==> config.mk <==
export PLATFORM = sky130hd
export DESIGN_NAME = tmcd_ctrl
export DESIGN_NICKNAME = d
export VERILOG_FILES = /design/src/sv/tmcd_pkg.sv /design/src/sv/tmcd_ctrl.sv
export SDC_FILE = /design/constraint.sdc
export NUM_CORES = 1
export LEC_CHECK = 0
export ABC_AREA = 0
export BUFFER_PORTS_ARGS = -buffer_cell sky130_fd_sc_hd__buf_2
export CORE_AREA = 4 4 41 43
export CTS_BUF_LIST = sky130_fd_sc_hd__clkbuf_2
export CTS_CLUSTER_DIAMETER = 200
export DETAILED_ROUTE_END_ITERATION = 10
export DIE_AREA = 0 0 45 47
export PLACE_DENSITY = 0.51
export RECOVER_POWER = 25
export SLEW_MARGIN = 10
export SYNTH_ARGS = -nofsm -noshare
export SYNTH_HDL_FRONTEND = slang
export SYNTH_SLANG_ARGS = --single-unit
==> constraint.sdc <==
create_clock -name clk -period 1.28 [get_ports clk]
set_clock_uncertainty 0.15 [all_clocks]
set_input_delay 0.384 -clock clk [delete_from_list [all_inputs] [get_ports clk]]
set_output_delay 0.384 -clock clk [all_outputs]
set_load 0.01 [all_outputs]
==> src/sv/tmcd_pkg.sv <==
// Shared types and constants for the tile mask cross dilation core.
package tmcd_pkg;

  // Command field codes
  localparam logic CMD_LOAD  = 1'b0;
  localparam logic CMD_QUERY = 1'b1;

  // Configuration register indexes
  typedef enum logic [2:0] {
    REG_WORLD_WIDTH  = 3'd0,
    REG_WORLD_HEIGHT = 3'd1,
    REG_BLANK_ID     = 3'd2,
    REG_LAVA_ID      = 3'd3,
    REG_ROCK_ID      = 3'd4,
    REG_BEDROCK_ID   = 3'd5
  } cfg_reg_t;

  // Cross neighbourhood: centre, up, left, right, down
  localparam int NB_COUNT = 5;
  typedef logic [2:0] nb_index_t;
  localparam nb_index_t NB_LAST = 3'd4;

  typedef logic signed [1:0] offset_t;
  localparam offset_t NB_DX [NB_COUNT] = '{2'sd0, 2'sd0, -2'sd1, 2'sd1, 2'sd0};
  localparam offset_t NB_DY [NB_COUNT] = '{2'sd0, -2'sd1, 2'sd0, 2'sd0, 2'sd1};

  // Controller states
  typedef enum logic [1:0] {
    ST_IDLE,
    ST_WRITE,
    ST_READ,
    ST_FINISH
  } state_t;

  // Commands from controller to datapath
  typedef struct packed {
    logic      capture;
    logic      mem_wr;
    logic      mem_rd;
    nb_index_t rd_index;
    logic      push;
  } dp_cmd_t;

endpackage

==> src/sv/tmcd_ctrl.sv <==
// Controller state machine: sequences loads, neighbour reads and the result register.
module tmcd_ctrl import tmcd_pkg::*; (
  input  logic    clk,
  input  logic    rst,
  input  logic    in_valid,
  input  logic    command,
  output logic    in_stall,
  output logic    out_valid,
  input  logic    out_stall,
  output dp_cmd_t cmd
);

  state_t    state, state_next;
  nb_index_t rd_count;
  logic      slot_free;

  assign slot_free = !out_valid || !out_stall;

  // Next state
  always_comb begin
    state_next = state;
    unique case (state)
      ST_IDLE: begin
        if (in_valid) begin
          state_next = (command == CMD_LOAD) ? ST_WRITE : ST_READ;
        end
      end
      ST_WRITE:  state_next = ST_IDLE;
      ST_READ: begin
        if (rd_count == NB_LAST) begin
          state_next = ST_FINISH;
        end
      end
      ST_FINISH: begin
        if (slot_free) begin
          state_next = ST_IDLE;
        end
      end
      default:   state_next = ST_IDLE;
    endcase
  end

  // Outputs
  always_comb begin
    in_stall     = 1'b1;
    cmd          = '0;
    cmd.rd_index = rd_count;
    unique case (state)
      ST_IDLE: begin
        in_stall    = 1'b0;
        cmd.capture = in_valid;
      end
      ST_WRITE:  cmd.mem_wr = 1'b1;
      ST_READ:   cmd.mem_rd = 1'b1;
      ST_FINISH: cmd.push   = slot_free;
      default:   in_stall   = 1'b1;
    endcase
  end

  // State, read step counter and result valid flag
  always_ff @(posedge clk) begin
    if (rst) begin
      state     <= ST_IDLE;
      rd_count  <= '0;
      out_valid <= 1'b0;
    end else begin
      state <= state_next;
      if (cmd.capture) begin
        rd_count <= '0;
      end else if (cmd.mem_rd) begin
        rd_count <= rd_count + 3'd1;
      end
      if (cmd.push) begin
        out_valid <= 1'b1;
      end else if (!out_stall) begin
        out_valid <= 1'b0;
      end
    end
  end

endmodule

==> flow_summary_export.csv, run 1 <==
group,metric,value,unit
power,p_seq_share,42.9,%
sta,timing_max_transition_violations_final,0,
power,ir_drop,0.0004381,V
power,p_per_area,859.8,nW/µm²
logic_synthesis,synth-simple-area-share,25.39,%
logic_synthesis,ys.flop_type,"sky130_fd_sc_hd__dfxtp_1",
routing,detailroute.wirelength.met3,76,µm
worst_setup_path,critical_path.max_fanout,4,
logic_synthesis,synth_fp_nets,45,
worst_setup_path,worst_r2r_path_depth,5,
routing,maxUsedRoutingLayer,"met3",
logic_synthesis,ys_seq_area_share,37.50,%
worst_setup_path,classification_of_the_worst_setup_path,"reg2out",
worst_setup_path,endpoint_kind,"output pin",
die,chipWidth,45,µm
logic_synthesis,yosys.area_share.xor_xnor,0,%
routing,viasPerCell,4.461,
finish,final.fill_count,149,
power,internal-power,329.4,µW
sta,post-route-period-util,118.7,%
finish,finalInstanceArea,544.3,µm²
worst_setup_path,critPathSlowestCell,"sky130_fd_sc_hd__dfxtp_2",
logic_synthesis,synth.cell_area,320.3,µm²
sta,report.final.hold_viol_count,0,
worst_setup_path,critical_path.startpoint_type,"flip-flop",
placed_design,placed_cells,71,
sta,relSlewSlack,84.88,%
logic_synthesis,number_of_flops_mapped_to_enable_cells_by_yosys,0,
logic_synthesis,yosys_reg_bits,6,
die,fp-row-count,13,
finish,drive_gt1_share,59.02,%
min_path,hold_path.class,"in2reg",
min_path,whs_endpoint,"rd_count[2]$_SDFFE_PP0N_",
die,die_area,2115,µm²
routing,via_count,339,
global_routing,antenna_found_initial,0,
die,initial_core_util,24.62,%
routing,drt_iter0_markers,4,
logic_synthesis,count_of_mapped_cells_out_of_synthesis,38,
power,clock_power_share,29.3,%
finish,area_growth,69.92,%
finish,layout.cells.non_filler,76,
logic_synthesis,synth-adder-area-share,7.813,%
clock_network,worst_skew_pair.late_latency,0.23,ns
routing,drc_errors,0,
routing,met2_routed_wirelength,359,µm
sta,grt_setup_unrepaired,"true",
finish,nets,70,
logic_synthesis,synth_top_family_by_area,"simple AND/OR/NAND/NOR gates",
power,total_power,468.0,µW
sta,maximum_achievable_frequency,658.2,MHz
sta,final-setup-viol-count,5,
worst_setup_path,crit_path_cell_trace,"or2_4 -> nor2_4 -> buf_6",
outcome,status,"finished, violations left",
clock_network,cts-root-to-sink-buffers,2,
logic_synthesis,muxShareOfSynthArea,3.125,%
placed_design,io_buffers,13,
logic_synthesis,synthArstFlopShare,0,%
power,switchingPower,138.5,µW
placed_design,place_worst_setup_slack,-0.04954,ns
worst_setup_path,crit_required,0.75,ns
worst_setup_path,crit-reg2reg-launch,"state[1]$_SDFFE_PP0P_",
worst_setup_path,critical_path.max_stage_delay,0.33,ns
global_routing,grtUsageTotal,10.51,%
placed_design,place.detailed.hpwl,610.4,µm
die,core_region_area,1301,µm²
sta,fin_setup_tns,-0.9471,ns
placed_design,detailed_place.area,454.2,µm²
logic_synthesis,fraction_of_the_mapped_netlist_area_in_compound_gates,18.75,%
logic_synthesis,post_synth_num_cell_types,21,
power,share_comb_of_total_power,27.7,%
global_routing,largest_net_degree_at_the_start_of_global_routing,7,
clock_network,tritoncts_buffer_count,3,
routing,drt-met1-wl,372,µm
power,p_sw_share,29.60,%
run,max_cap_viol_count,0,
global_routing,wire_length_of_the_first_global_routing_pass,1.552,mm
finish,antenna_fix_cells,0,
power,cellLeakagePower,0.2515,nW
routing,detail-route-antenna-nets,0,
min_path,min_from,"rst",
global_routing,grt_overflow_total,0,
global_routing,first_global_vias,382,
die,dieHeight,47,µm
logic_synthesis,yosys_warnings,0,
clock_network,cts_num_sinks,6,
outcome,violated_checks,"negative setup slack",
die,ioPinCount,14,
logic_synthesis,synth.avg_cell_area,8.429,µm²
routing,drt_pass_1_iters,3,
min_path,timing.hold.worst_path_depth,2,
sta,finalCriticalPeriod,1.519,ns
clock_network,tritoncts,"built",
worst_setup_path,crit_arrival,0.99,ns
clock_network,cts_htree_levels,1,
clock_network,clkSlewWorstSetupHoldPaths,0.07,ns
clock_network,cts_root_buf,"sky130_fd_sc_hd__clkbuf_2",
routing,wl_per_cell,10.63,µm
worst_setup_path,r2r_end,"state[0]$_SDFFE_PP0P_",
sta,worst_max_slew_pin_slew,0.2253,ns
routing,route.final.wire_length,808,µm
sta,timing.final.ws_setup,-0.2393,ns
placed_design,place.gp.congestion,0.7061,
worst_setup_path,rrSetupSlack,0.01,ns
worst max-delay path by stage:
stage | start | endpoint | slack, ns | cells after the start
global route | state[1]$_SDFFE_PP0P_ | cmd[0] | -0.31 | 3
floorplan | state[1]$_SDFFE_PP0P_ | cmd[6] | -0.07 | 3
finish | state[0]$_SDFFE_PP0P_ | cmd[6] | -0.24 | 3
global placement | state[1]$_SDFFE_PP0P_ | cmd[6] | -0.02 | 3
CTS | state[0]$_SDFFE_PP0P_ | cmd[6] | -0.26 | 3
detailed placement | state[1]$_SDFFE_PP0P_ | cmd[6] | -0.05 | 3
flip-flops by register name, indices dropped and copies added, names as in the netlist:
signal     count
rd_count       3
state          2
out_valid      1
stage by stage:
stage | utilization, % | hold slack, ns
floorplan | - | 0.3031
global placement | 34.90 | 0.3303
detailed placement | 34.90 | 0.3314
CTS | 39.33 | 0.2378
global route | 41.83 | 0.2443
finish | 41.83 | 0.2387
power groups by stage:
| stage | clock [mW] | combinational, mW | sequential (mW) |
|---|---|---|---|
| 2_1_floorplan | 0 | 0.0647 | 0.205 |
| 3_3_place_gp | 0 | 0.110 | 0.205 |
| 3_5_place_dp | 0 | 0.110 | 0.206 |
| 4_1_cts | 0.142 | 0.125 | 0.204 |
| 5_1_grt | 0.158 | 0.144 | 0.203 |
| 6_report | 0.137 | 0.130 | 0.201 |
cell families after synthesis:
group,count (synthesis)
buffers and inverters,5
AND/OR/NAND/NOR,15
flip-flops,6
adder cells (fa/ha/maj),2
AO/OA/AOI/OAI,9
multiplexers,1
final cells by class:
cell class | count | area, µm² | share of cell area (%)
timing repair buffer | 22 | 161.4 | 29.66
inverter | 3 | 11.26 | 2.069
clock buffer | 3 | 15.01 | 2.759
multi-input combinational | 27 | 202.7 | 37.24
sequential | 6 | 135.1 | 24.83
tap | 15 | 18.77 | 3.448
placed cells by master (no fill, tap or decap), types with 2 or more instances in the layout:
| cell | n |
|---|---|
| sky130_fd_sc_hd__nand2_1 | 3 |
| sky130_fd_sc_hd__nand3_1 | 2 |
| sky130_fd_sc_hd__dfxtp_4 | 3 |
| sky130_fd_sc_hd__buf_6 | 5 |
| sky130_fd_sc_hd__inv_1 | 3 |
| sky130_fd_sc_hd__buf_4 | 8 |
| sky130_fd_sc_hd__dfxtp_2 | 3 |
| sky130_fd_sc_hd__buf_2 | 9 |
| sky130_fd_sc_hd__nor2_1 | 4 |
| sky130_fd_sc_hd__clkbuf_2 | 3 |
| sky130_fd_sc_hd__ha_1 | 2 |
| sky130_fd_sc_hd__a21oi_1 | 3 |
metal layers:
metal,vias to the layer above,GRT usage (%)
li1,176,-
met1,150,12.30
met2,13,16.10
met3,0,3.831
met4,0,7.018
met5,-,0
Yosys cell counts (2+ instances only):
cell | n | share of area (%)
sky130_fd_sc_hd__inv_1 | 3 | 3.5
sky130_fd_sc_hd__ha_1 | 2 | 7.8
sky130_fd_sc_hd__nand3_1 | 2 | 3.1
sky130_fd_sc_hd__nand2_1 | 3 | 3.5
sky130_fd_sc_hd__dfxtp_1 | 6 | 38
sky130_fd_sc_hd__nor2_1 | 5 | 5.9
sky130_fd_sc_hd__a21oi_1 | 3 | 4.7
worst max-delay path, delay by kind of cell (launching register included):
kind | cells | cell delay (ns)
and+or+nand+nor | 2 | 0.34
DFF | 1 | 0.33
buffers and inverters | 1 | 0.10
repair_timing:
action	CTS	global route
endpoints found under the setup margin	8	13
pin swaps	1	0
gates resized for setup	12	5
setup buffers	2	2
hold buffers	0	0
Note: power is estimated with default switching activity, not from simulation.
==> inputs of run 2 (changes only) <==
Settings changed: CELL_PAD_IN_SITES_DETAIL_PLACEMENT set to 0, CELL_PAD_IN_SITES_GLOBAL_PLACEMENT set to 1, PLACE_DENSITY 0.51 to 0.65.
==> run 2 against run 1 <==
Against the previous run:
- the flow still finishes with violations (negative setup slack)
- highest routed layer unchanged
- die area unchanged
- final area decreased by 2.3%
- largest cell class unchanged
- wire length increased by 0.50%
- register-to-register slack improved by 0.02 ns
- core utilization decreased by 0.96 points
==> flow_summary_export.csv, run 2 (synthesis results as in run 1) <==
group,metric,value,unit
global_routing,grtUsageTotal,9.565,%
worst_setup_path,critPathSlowestCell,"sky130_fd_sc_hd__dfxtp_4",
sta,final-setup-viol-count,5,
die,ioPinCount,14,
finish,area_growth,66.02,%
sta,worst_max_slew_pin_slew,0.2458,ns
power,switchingPower,132.6,µW
routing,maxUsedRoutingLayer,"met3",
finish,layout_top_registers,"rd_count (3), state (2), out_valid (1)",
die,core_region_area,1301,µm²
power,total_power,460.9,µW
finish,final.fill_count,145,
clock_network,clkSlewWorstSetupHoldPaths,0.06,ns
run,max_cap_viol_count,0,
power,p_sw_share,28.77,%
outcome,violated_checks,"negative setup slack",
routing,via_count,339,
die,die_area,2115,µm²
worst_setup_path,critical_path.max_stage_delay,0.35,ns
sta,grt_setup_unrepaired,"true",
clock_network,cts_htree_levels,1,
global_routing,antenna_found_initial,0,
finish,final_core_util,40.87,%
power,p_seq_share,44.1,%
sta,maximum_achievable_frequency,657.2,MHz
routing,drt-met1-wl,367,µm
routing,drt_iter0_markers,0,
worst_setup_path,classification_of_the_worst_setup_path,"reg2out",
worst_setup_path,crit_required,0.75,ns
clock_network,cts_hold_buf,0,
power,cellLeakagePower,0.2383,nW
clock_network,worst_skew_pair.late_latency,0.22,ns
finish,nets,68,
global_routing,grt_overflow_total,0,
placed_design,place.detailed.hpwl,590.1,µm
sta,post-route-period-util,118.9,%
finish,drive_gt1_share,59.32,%
power,p_per_area,866.7,nW/µm²
worst_setup_path,critical_path.startpoint_type,"flip-flop",
power,share_comb_of_total_power,27.4,%
die,chipWidth,45,µm
die,fp-row-count,13,
global_routing,first_global_vias,355,
finish,layout.cells.most_common,"sky130_fd_sc_hd__buf_2",
placed_design,place.gp.congestion,0.6723,
finish,max_flop_register,"rd_count",
routing,drt_pass_1_iters,1,
worst_setup_path,critical_path.max_fanout,5,
worst_setup_path,timing.critical_path.buf_inv,1,
routing,detail-route-antenna-nets,0,
min_path,hold_path.class,"in2reg",
worst_setup_path,crit_arrival,0.99,ns
finish,antenna_fix_cells,0,
routing,met2_routed_wirelength,384,µm
power,internal-power,328.3,µW
outcome,status,"finished, violations left",
finish,finalInstanceArea,531.8,µm²
sta,report.final.hold_viol_count,0,
worst_setup_path,endpoint_kind,"output pin",
worst_setup_path,critPathTopFamily,"flip-flops",
clock_network,cts_root_buf,"sky130_fd_sc_hd__clkbuf_2",
power,clock_power_share,28.4,%
die,dieHeight,47,µm
placed_design,io_buffers,13,
clock_network,cts-root-to-sink-buffers,2,
placed_design,detailed_place.area,454.2,µm²
clock_network,cts_num_sinks,6,
routing,drc_errors,0,
routing,viasPerCell,4.581,
sta,timing.final.ws_setup,-0.2417,ns
die,initial_core_util,24.62,%
sta,finalCriticalPeriod,1.522,ns
clock_network,tritoncts,"built",
global_routing,largest_net_degree_at_the_start_of_global_routing,7,
routing,route.final.wire_length,812,µm
sta,timing_max_transition_violations_final,0,
routing,detailroute.wirelength.met3,60,µm
global_routing,wire_length_of_the_first_global_routing_pass,1.393,mm
finish,largest_register_ff_count,3,
finish,highest_count_cells_in_the_layout_ignoring_fill_and_taps,"sky130_fd_sc_hd__buf_2, sky130_fd_sc_hd__buf_6, sky130_fd_sc_hd__buf_4",
worst_setup_path,rrSetupSlack,0.03,ns
worst_setup_path,crit_path_cell_trace,"or2_4 -> nor2_4 -> buf_6",
power,ir_drop,0.0003376,V
routing,wl_per_cell,10.97,µm
sta,relSlewSlack,83.58,%
clock_network,tritoncts_buffer_count,3,
==> run 2: changes by cell type in the layout (fill, tap and decap cells not counted), sizes merged <==
| cell | previous run | this run |
|---|---|---|
| buf | 22 | 20 |
==> run 2: cell type report <==
cell class	count	area, µm²	share of cell area, %
multi-input combinational	27	201.4	37.88
sequential	6	132.6	24.94
clock buffer	3	15.01	2.824
tap	15	18.77	3.529
timing repair buffer	20	152.6	28.71
inverter	3	11.26	2.118
==> run 2: power by group through the flow <==
| stage | combinational, mW | clock (mW) | sequential, mW |
|---|---|---|---|
| 2_1_floorplan | 0.0647 | 0 | 0.205 |
| 3_3_place_gp | 0.110 | 0 | 0.206 |
| 3_5_place_dp | 0.110 | 0 | 0.206 |
| 4_1_cts | 0.121 | 0.143 | 0.204 |
| 5_1_grt | 0.139 | 0.154 | 0.205 |
| 6_report | 0.126 | 0.131 | 0.203 |
==> run 2: per-layer routing <==
layer / up-vias / global-route usage (%)
met5: - / 0
met4: 0 / 5.263
met3: 0 / 3.448
met2: 11 / 15.54
met1: 154 / 10.93
li1: 174 / -
==> run 2: metrics by stage <==
| step | hold WS (ns) | setup WS (ns) | setup TNS [ns] | std cells |
|---|---|---|---|---|
| final | 0.2505 | -0.2417 | -0.8503 | 74 |
| after global routing | 0.2435 | -0.2977 | -1.375 | 74 |
| after CTS | 0.2381 | -0.2699 | -0.9884 | 74 |
| after detailed placement | 0.3284 | -0.06457 | -0.07826 | 71 |
| after global placement | 0.3271 | -0.03443 | -0.03490 | 71 |
| after floorplan | 0.3031 | -0.06591 | -0.06591 | 38 |
==> run 2: what timing repair did <==
item | 4_1_cts | 5_1_grt
setup endpoints to repair | 9 | 10
buffers inserted | 2 | 0
gates resized for setup | 12 | 5
pin swaps | 2 | 1
==> run 2: worst paths after layout <==
| path | start | endpoint | cells past startpoint |
|---|---|---|---|
| worst max-delay path | state[1]$_SDFFE_PP0P_ | cmd[6] | 3 |
| worst min-delay path | rst | rd_count[2]$_SDFFE_PP0N_ | 2 |
| worst max register to register | state[1]$_SDFFE_PP0P_ | rd_count[2]$_SDFFE_PP0N_ | 5 |
| worst min register to register | out_valid$_SDFFE_PP0P_ | out_valid$_SDFFE_PP0P_ | 2 |
==> run 2: worst reg2reg max path: stages, from the launching register on <==
cell and delay (ns):
sky130_fd_sc_hd__dfxtp_4 0.35, sky130_fd_sc_hd__buf_4 0.13, sky130_fd_sc_hd__buf_6 0.12, sky130_fd_sc_hd__o21bai_1 0.24
sky130_fd_sc_hd__nand2_1 0.08, sky130_fd_sc_hd__a31oi_1 0.11
==> inputs of run 3 (changes only) <==
Settings changed: RECOVER_POWER 25 to 50.
==> run 3 against run 2 <==
Against the previous run:
- the run still ends with negative setup slack left
- total power decreased by 0.70%
- non-clock buffer count unchanged
- wire length decreased by 0.25%
- register-to-register slack got worse by 0.04 ns
- sequential cell count unchanged
- critical endpoint unchanged
==> flow_summary_export.csv, run 3 (synthesis results as in run 1) <==
group,metric,value,unit
outcome,status,"finished, violations left",
outcome,violated_checks,"negative setup slack",
worst_setup_path,r2r_end,"rd_count[2]$_SDFFE_PP0N_",
sta,worst_max_slew_pin_slew,0.2465,ns
routing,detail-route-antenna-nets,0,
clock_network,tritoncts_buffer_count,3,
placed_design,io_buffers,13,
die,die_area,2115,µm²
global_routing,grt_overflow_total,0,
die,core_region_area,1301,µm²
min_path,hold_path.class,"in2reg",
min_path,whs_endpoint,"rd_count[2]$_SDFFE_PP0N_",
worst_setup_path,worst_r2r_path_depth,5,
clock_network,tritoncts,"built",
routing,route.final.wire_length,810,µm
finish,largest_register_ff_count,3,
routing,via_count,339,
sta,timing_max_transition_violations_final,0,
clock_network,cts-root-to-sink-buffers,2,
clock_network,cts_root_buf,"sky130_fd_sc_hd__clkbuf_2",
run,max_cap_viol_count,0,
sta,final-setup-viol-count,7,
finish,layout.cells.non_filler,74,
clock_network,worst_skew_pair.late_latency,0.22,ns
sta,maximum_achievable_frequency,657.1,MHz
finish,area_growth,64.06,%
finish,layout.cells.most_common,"sky130_fd_sc_hd__buf_2",
finish,final.fill_count,146,
die,fp-row-count,13,
sta,finalCriticalPeriod,1.522,ns
power,ir_drop,0.0003370,V
sta,relSlewSlack,83.53,%
placed_design,place.detailed.hpwl,590.1,µm
die,initial_core_util,24.62,%
sta,post-route-period-util,118.9,%
routing,drt_pass_1_iters,1,
placed_design,placed_cells,71,
routing,viasPerCell,4.581,
clock_network,cts_num_sinks,6,
die,dieHeight,47,µm
worst_setup_path,crit_arrival,0.99,ns
routing,drc_errors,0,
global_routing,grtUsageTotal,9.565,%
finish,drive_gt1_share,59.32,%
placed_design,place.gp.congestion,0.6723,
routing,wl_per_cell,10.95,µm
placed_design,place_worst_setup_slack,-0.06457,ns
finish,final_core_util,40.38,%
min_path,min_from,"rst",
die,ioPinCount,14,
clock_network,cts_hold_buf,0,
sta,grt_setup_unrepaired,"true",
clock_network,cts_htree_levels,1,
worst_setup_path,crit-reg2reg-launch,"state[1]$_SDFFE_PP0P_",
finish,antenna_fix_cells,0,
worst_setup_path,critical_path.startpoint_type,"flip-flop",
worst_setup_path,crit_required,0.75,ns
worst_setup_path,classification_of_the_worst_setup_path,"reg2out",
finish,max_flop_register,"rd_count",
global_routing,largest_net_degree_at_the_start_of_global_routing,7,
die,chipWidth,45,µm
power,cellLeakagePower,0.2363,nW
finish,highest_count_cells_in_the_layout_ignoring_fill_and_taps,"sky130_fd_sc_hd__buf_2, sky130_fd_sc_hd__buf_4, sky130_fd_sc_hd__buf_6",
sta,timing.final.ws_setup,-0.2418,ns
min_path,timing.hold.worst_path_depth,2,
global_routing,antenna_found_initial,0,
sta,report.final.hold_viol_count,0,
finish,layout_top_registers,"rd_count (3), state (2), out_valid (1)",
worst_setup_path,rrSetupSlack,-0.01,ns
global_routing,wire_length_of_the_first_global_routing_pass,1.393,mm
finish,nets,68,
worst_setup_path,critical_path.max_fanout,5,
clock_network,clkSlewWorstSetupHoldPaths,0.06,ns
power,p_per_area,870.9,nW/µm²
global_routing,first_global_vias,355,
routing,drt_iter0_markers,0,
worst_setup_path,endpoint_kind,"output pin",
## run 3: cell types whose count changed in the layout (fill, tap and decap cells not counted), sizes merged
cell    change
buf         -1
clkbuf      +1
## run 3: what timing repair did
| action | 4_1_cts | 5_1_grt |
|---|---|---|
| setup endpoints to repair | 9 | 10 |
| buffers inserted | 2 | 0 |
| endpoints found under the hold margin | 0 | 0 |
| pin swaps | 2 | 1 |
| resized for setup | 12 | 5 |
## run 3: through the flow
step | instance area, µm² | setup TNS [ns] | hold slack [ns] | total power [mW]
2_1_floorplan | 332.8 | -0.06591 | 0.3031 | 0.2692
3_3_place_gp | 454.2 | -0.03490 | 0.3271 | 0.3158
3_5_place_dp | 454.2 | -0.07826 | 0.3284 | 0.3157
4_1_cts | 509.2 | -0.9884 | 0.2381 | 0.4684
5_1_grt | 525.5 | -1.522 | 0.2435 | 0.4940
6_report | 525.5 | -0.8511 | 0.2512 | 0.4577
## run 3: area by class of cell
| class | instances | area [µm²] | share of cell area (%) |
|---|---|---|---|
| timing repair buffer | 20 | 146.4 | 27.86 |
| clock buffer | 3 | 15.01 | 2.857 |
| sequential | 6 | 132.6 | 25.24 |
| multi-input combinational | 27 | 201.4 | 38.33 |
| tap | 15 | 18.77 | 3.571 |
| inverter | 3 | 11.26 | 2.143 |
## run 3: routing by layer
metal / track usage (%) / share of wire (%) / wire (µm)
met1: 10.93 / 45 / 367
met2: 15.54 / 47 / 382
met3: 3.448 / 7.4 / 60
met4: 5.263 / 0 / 0
met5: 0 / 0 / 0
## run 3: critical path, stage by stage (launching register included)
cell and delay, ns:
sky130_fd_sc_hd__dfxtp_4 0.35, sky130_fd_sc_hd__or2_4 0.24, sky130_fd_sc_hd__nor2_4 0.08, sky130_fd_sc_hd__buf_6 0.10
## run 3: power by group
part	leakage (nW)	internal [mW]	switching [mW]
clock	0.0125	0.0636	0.0675
sequential	0.0521	0.195	0.00884
combinational	0.172	0.0674	0.0557
## run 3: worst max-delay path by stage
stage	slack, ns	end	start	cells past startpoint
after floorplan	-0.07	cmd[6]	state[1]$_SDFFE_PP0P_	3
after global placement	-0.03	cmd[6]	state[1]$_SDFFE_PP0P_	3
after detailed placement	-0.06	cmd[6]	state[1]$_SDFFE_PP0P_	3
after CTS	-0.27	cmd[6]	state[1]$_SDFFE_PP0P_	3
after global routing	-0.30	cmd[6]	state[1]$_SDFFE_PP0P_	3
final	-0.24	cmd[6]	state[1]$_SDFFE_PP0P_	3
